$ cat src/sv/sust_pkg.sv
`timescale 1ns / 1ps
// ----------------------------------------------------------------------------
// sust_pkg
// Shared types and codes for the sorted unique set table.
// ----------------------------------------------------------------------------
package sust_pkg;

  localparam int unsigned VAL_W   = 32;
  localparam int unsigned COUNT_W = 5;

  typedef enum logic [1:0] {
    CMD_INSERT = 2'd0,
    CMD_REMOVE = 2'd1,
    CMD_QUERY  = 2'd2,
    CMD_CLEAR  = 2'd3
  } cmd_t;

  typedef enum logic [1:0] {
    S_IDLE,
    S_CMP,
    S_UPD
  } state_t;

  // Per-cycle control broadcast to every cell of the chain.
  typedef struct packed {
    logic cmp;   // latch the compare flags against the held value
    logic ins;   // shift up from the insertion point
    logic rem;   // shift down from the removal point
  } sust_ctl_t;

endpackage

$ cat src/sv/sust_cell.sv
`timescale 1ns / 1ps
// ----------------------------------------------------------------------------
// sust_cell
// One entry of the sorted store with its own comparator and shift mux.
// ----------------------------------------------------------------------------
module sust_cell
  import sust_pkg::*;
(
  input  logic                    clk,
  input  sust_ctl_t               ctl,
  input  logic                    valid,
  input  logic signed [VAL_W-1:0] value,
  input  logic signed [VAL_W-1:0] left_elem,
  input  logic                    left_lt,
  input  logic signed [VAL_W-1:0] right_elem,
  output logic signed [VAL_W-1:0] elem,
  output logic                    lt,
  output logic                    eq
);

  logic lt_next;
  logic eq_next;

  assign lt_next = valid && (elem < value);
  assign eq_next = valid && (elem == value);

  always_ff @(posedge clk) begin
    if (ctl.cmp) begin
      lt <= lt_next;
      eq <= eq_next;
    end
  end

  // The entries below the target position keep their values; the target
  // and everything above it move one place along the chain.
  always_ff @(posedge clk) begin
    if (ctl.ins && !lt) begin
      elem <= left_lt ? value : left_elem;
    end else if (ctl.rem && !lt) begin
      elem <= right_elem;
    end
  end

endmodule

$ cat src/sv/sorted_unique_set_table_core.sv
`timescale 1ns / 1ps
// ----------------------------------------------------------------------------
// sorted_unique_set_table_core
// Ordered set of distinct signed values held in a chain of compare cells.
// ----------------------------------------------------------------------------
//   channel  handshake            payload
//   in       in_valid/in_ready    command[1:0], value[31:0] signed
//   out      out_valid/out_ready  ok, count[4:0]
//
// A request passes through acceptance, a compare state in which every
// cell registers its less-than and equal flags, and an update state in which
// the set shifts and the result is loaded into the output register.
// The output register frees the input side, so the next request is taken
// while a result waits; only the update cycle stalls on a full output.
// Reset empties the set at once; entry contents are not cleared.
// ----------------------------------------------------------------------------
module sorted_unique_set_table_core
  import sust_pkg::*;
#(
  parameter int unsigned CAPACITY = 16
)
(
  input  logic                    clk,
  input  logic                    rst,
  input  logic                    in_valid,
  output logic                    in_ready,
  input  logic [1:0]              command,
  input  logic signed [VAL_W-1:0] value,
  output logic                    out_valid,
  input  logic                    out_ready,
  output logic                    ok,
  output logic [COUNT_W-1:0]      count
);

  localparam int unsigned CNT_W = $clog2(CAPACITY + 1);

  state_t                  state;
  state_t                  state_next;
  cmd_t                    cmd_r;
  logic signed [VAL_W-1:0] val_r;
  logic [CNT_W-1:0]        cnt;
  logic [CNT_W-1:0]        cnt_next;
  logic                    ok_next;
  logic                    ins_ok;
  logic                    rem_ok;
  logic                    found;
  logic                    full;
  logic                    upd_fire;
  sust_ctl_t               ctl;

  logic signed [VAL_W-1:0] elem_vec [CAPACITY];
  logic [CAPACITY-1:0]     lt_vec;
  logic [CAPACITY-1:0]     eq_vec;
  logic [CAPACITY-1:0]     valid_vec;

  assign found    = |eq_vec;
  assign full     = (cnt == CNT_W'(CAPACITY));
  assign upd_fire = (state == S_UPD) && (!out_valid || out_ready);

  // Next state.
  always_comb begin
    state_next = state;
    unique case (state)
      S_IDLE: if (in_valid) state_next = S_CMP;
      S_CMP:  state_next = S_UPD;
      S_UPD:  if (upd_fire) state_next = S_IDLE;
      default: state_next = S_IDLE;
    endcase
  end

  // Controls.
  always_comb begin
    in_ready = (state == S_IDLE);
    ctl.cmp  = (state == S_CMP);
    ctl.ins  = upd_fire && ins_ok;
    ctl.rem  = upd_fire && rem_ok;
  end

  // Command decode against the registered flags.
  always_comb begin
    ins_ok   = 1'b0;
    rem_ok   = 1'b0;
    ok_next  = 1'b0;
    cnt_next = cnt;
    unique case (cmd_r)
      CMD_INSERT: begin
        ins_ok  = !full && !found;
        ok_next = ins_ok;
        if (ins_ok) cnt_next = cnt + CNT_W'(1);
      end
      CMD_REMOVE: begin
        rem_ok  = found;
        ok_next = found;
        if (found) cnt_next = cnt - CNT_W'(1);
      end
      CMD_QUERY: ok_next = found;
      CMD_CLEAR: begin
        ok_next  = 1'b1;
        cnt_next = '0;
      end
      default: ok_next = 1'b0;
    endcase
  end

  always_ff @(posedge clk) begin
    if (rst) begin
      state     <= S_IDLE;
      cnt       <= '0;
      out_valid <= 1'b0;
    end else begin
      state <= state_next;
      if (upd_fire) begin
        cnt       <= cnt_next;
        out_valid <= 1'b1;
      end else if (out_ready) begin
        out_valid <= 1'b0;
      end
    end
  end

  always_ff @(posedge clk) begin
    if (in_valid && in_ready) begin
      cmd_r <= cmd_t'(command);
      val_r <= value;
    end
    if (upd_fire) begin
      ok    <= ok_next;
      count <= COUNT_W'(cnt_next);
    end
  end

  genvar i;
  generate
    for (i = 0; i < CAPACITY; i++) begin : g_cell
      logic signed [VAL_W-1:0] left_elem;
      logic                    left_lt;
      logic signed [VAL_W-1:0] right_elem;

      assign valid_vec[i] = (CNT_W'(i) < cnt);

      if (i == 0) begin : g_first
        // The chain head takes the new value when nothing precedes it.
        assign left_elem = val_r;
        assign left_lt   = 1'b1;
      end else begin : g_mid
        assign left_elem = elem_vec[i-1];
        assign left_lt   = lt_vec[i-1];
      end

      if (i == CAPACITY - 1) begin : g_last
        assign right_elem = val_r;
      end else begin : g_inner
        assign right_elem = elem_vec[i+1];
      end

      sust_cell u_cell (
        .clk        (clk),
        .ctl        (ctl),
        .valid      (valid_vec[i]),
        .value      (val_r),
        .left_elem  (left_elem),
        .left_lt    (left_lt),
        .right_elem (right_elem),
        .elem       (elem_vec[i]),
        .lt         (lt_vec[i]),
        .eq         (eq_vec[i])
      );
    end
  endgenerate

endmodule

$ cat config.mk
export PLATFORM = sky130hd
export DESIGN_NAME = sorted_unique_set_table_core
export DESIGN_NICKNAME = d
export VERILOG_FILES = /design/src/sv/sust_pkg.sv /design/src/sv/sust_cell.sv /design/src/sv/sorted_unique_set_table_core.sv
export SDC_FILE = /design/constraint.sdc
export NUM_CORES = 2
export LEC_CHECK = 0
export BUFFER_PORTS_ARGS = -buffer_cell sky130_fd_sc_hd__buf_2
export CAP_MARGIN = 10
export CORE_ASPECT_RATIO = 0.75
export CORE_MARGIN = 1
export CORE_UTILIZATION = 65
export CTS_CLUSTER_SIZE = 8
export DETAILED_ROUTE_END_ITERATION = 16
export HOLD_SLACK_MARGIN = 0.05
export PLACE_DENSITY = 0.78
export SLEW_MARGIN = 25
export SYNTH_ARGS = -nofsm -noshare
export SYNTH_HDL_FRONTEND = slang
export SYNTH_SLANG_ARGS = --single-unit
$ cat constraint.sdc
create_clock -name clk -period 4.2 [get_ports clk]
set_clock_uncertainty 0.2 [all_clocks]
set_input_delay 0.84 -clock clk [delete_from_list [all_inputs] [get_ports clk]]
set_output_delay 0.84 -clock clk [all_outputs]
set_load 0.005 [all_outputs]
==> run metrics <==
Core ar.=0.0607 mm²; GRT overflow=0; IO Port Bufs=45; share of the synthesized area in the top cell type=a little over two fifths; worst-path maximum fanout=16; WHS Endpoint=g_cell[0].left_elem[28]$_DFFE_PP_; Layout Cells excl Fill=4616; Synth Area in XOR/XNOR=0%; CP startpoint kind=flop; Place WS=251 ps; vias in the first global route=31.9k; setup slack, reg-to-reg=around 160 ps; r2r endpoint=g_cell[12].u_cell.lt$_DFFE_PN_; slowest stage delay, CP=730 ps; RR Startpoint=g_cell[0].left_elem[4]$_DFFE_PP_; Sw Share=24.8%; RSZ-0062 raised after global routing=no; Synth Flop Type=edfxtp_1; post-route ant nets=0; cell area after layout=0.0437 mm²; DR pass1 iterations=6; initial core utilization=between 60% and 70%; Area after DPL=around 0.041 mm²; hold path depth=1; largest cells by area after synthesis=edfxtp_1 (44%), ha_1 (16%), mux2i_1 (11%), a21oi_1 (7.9%), nor2_1 (4.9%); Total GRT Usage=36.1%; Critical Path Sink Type=flop; PwrDens=322 mW/mm²; clock latency on the worst-skew pair=640 ps; DR iter-0 viols=around 3.4k; Final period util=96.1%; largest family of logic cells by synthesized area=adder cells; CP required=4350 ps; Buf+Inv Stages, Crit Path=2; final wirelength=114000 µm; Seq pwr share=46.8%; CTS buffer count=83; Simple-Gate Fraction of Synth Area=about 11%; Synth cell types=65; Synthesized Nets=between 4k and 5k; Max Fclk=~0.25 GHz; clk sinks=592; min cycle time layout=a little over 4000 ps; Synth Area in Compound Gates=12.9%; Hold/Removal Path Class=input pin to flop; Post-synth ARST share=0%; root buffer cell=clkbuf_16; CTS tree=done; Mapped Cells=3736; NumNets Final=4354; Top Family by Delay on Critical Path=compound AO/OA/AOI/OAI gates; Gate power share=under 10%; clock-pin slew on the worst setup and hold paths=50 ps; HP Start=value[28]; run status=complete, no violations; DR vias=between 30k and 40k; Internal=approximately 11000 µW; Resized cells post-CTS=0; final count of negative-setup-slack endpoints=0; Adder-Cell Fraction of Synth Area=16.2%; Synth area leader=edfxtp_1; # fillers=about 4.3k; ratio of cells with drive above 1 in the final layout=9.20%; most frequent cell after synthesis=a21oi_1; final hold vios=0; Seq/Total Area, Yosys=44.1%; setup bufs post-CTS=0; WP data arrival=4190 ps; Routability Congestion=0.954; crit-path cells=inv_1 -> buf_4 -> ha_1 -> nand2_1 -> nor4_1 -> a21bo_2 -> a41oi_1 -> o21a_1 -> nor3_1; Slew Limit Fails=0; hold buffers post-CTS=0; synthesized area per cell=around 11 µm²; clk buf depth=3; initial antenna violation count=2; Crit-path slowest cell=edfxtp_1; post-DP HPWL=85400 µm; number of synthesized flops with an enable pin=584; synth-to-layout area growth=9.02%; drt drc=0; Placed Instances=4506; Max-cap violations=0; IO Pins=46; die area=0.0627 mm²; H-Tree Depth=3; wire per inst=24.7 µm; Max VDD drop=approximately 0.35 mV; Synthesis Warnings=0; die width=289 µm; die height=217 µm; Fin Setup TNS=0 ps; largest net degree at the start of global routing=65; first-pass GRT wire length=177000 µm; switching power=3490 µW; Clock power frac=43.6%; Rows=78; Slew @ Worst Pin=1110 ps; vias per cell=6.89; fin worst setup slack=165 ps; Max transition margin=between 20% and 30%; post-synthesis cell area=0.0401 mm²; Reg2Reg Depth=9; Synth top cells by count=a21oi_1 (632), edfxtp_1 (584), nor2_1 (521), ha_1 (519), mux2i_1 (452); WS Path Type=flop to flop; Seq cells post-synth=592; post-synthesis mux area share=12.3%; P_leak=between 0.015 and 0.02 µW
registers in the layout, summed over array words and instances, names as in the netlist:
register,count
g_cell.u_cell.elem,512
g_cell.left_elem,32
g_cell.u_cell.eq,16
g_cell.u_cell.lt,16
cnt,5
count,5
cmd_r,2
state,2
ok,1
out_valid,1
placed cells by master (no fill, tap or decap), drive strengths merged, types with 10 or more instances in the layout:
cell type / instances
buf: 168
nand3: 55
nor2b: 22
nand4: 70
edfxtp: 584
or3: 10
nor4: 14
a21o: 50
o211ai: 24
ha: 519
nor3: 28
clkbuf: 98
mux2: 38
a21oi: 642
inv: 67
nand2: 151
a221oi: 24
o21ai: 85
nor2: 536
o21a: 11
and4: 40
mux2i: 452
a221o: 11
worst max-delay path by stage:
stage	from	end	slack, ps	cells past startpoint
CTS	g_cell[0].left_elem[1]$_DFFE_PP_	g_cell[2].u_cell.lt$_DFFE_PN_	220	8
global route	g_cell[0].left_elem[4]$_DFFE_PP_	g_cell[12].u_cell.lt$_DFFE_PN_	160	9
detailed placement	g_cell[0].left_elem[1]$_DFFE_PP_	g_cell[2].u_cell.lt$_DFFE_PN_	250	8
finish	g_cell[0].left_elem[4]$_DFFE_PP_	g_cell[12].u_cell.lt$_DFFE_PN_	160	9
global placement	g_cell[0].left_elem[1]$_DFFE_PP_	g_cell[2].u_cell.lt$_DFFE_PN_	320	8
floorplan	cnt[0]$_SDFFE_PP0P_	g_cell[0].u_cell.elem[0]$_DFFE_PP_	380	9
layer usage:
layer,vias to the layer above,wire (µm),share of wire (%),global-route usage (%)
li1,14300,-,-,-
met1,15600,49100,43,51.0
met2,1591,50800,45,55.4
met3,286,10100,8.9,6.83
met4,0,3910,3.4,12.9
met5,-,0,0,0
power groups by stage:
stage	clock, µW	sequential (µW)	combinational [µW]
after floorplan	0	6660	871
after global routing	6360	6590	1470
after global placement	0	6720	1200
after detailed placement	0	6710	1280
after CTS	6170	6600	1300
final	6140	6590	1350
kinds of logic after synthesis:
| kind of cell | Yosys count |
|---|---|
| AND/OR/NAND/NOR | 970 |
| AO/OA/AOI/OAI | 910 |
| flip-flops | 592 |
| adder cells (fa/ha/maj) | 519 |
| multiplexers | 490 |
| buffers and inverters | 255 |
cell type report:
type                            count  area, µm²  share of cell area, %
Clock buffer                       98       2150                   4.93
Clock inverter                      5       62.6                  0.143
Sequential cell                   592      17700                   40.5
Antenna cell                        1       2.50                0.00572
Inverter                           63        236                  0.541
Tap cell                          800       1000                   2.29
Multi-Input combinational cell   2889      21300                   48.7
Timing Repair Buffer              168       1300                   2.96
through the flow:
stage               hold slack [ps]  total power, µW  utilization, %
detailed placement              304             8000            68.2
global route                    161            14400            72.0
global placement                298             7920            68.0
CTS                             156            14100            71.9
floorplan                       288             7530               -
finish                          177            14100            72.0
No activity file was read; power rests on OpenSTA's default activity.
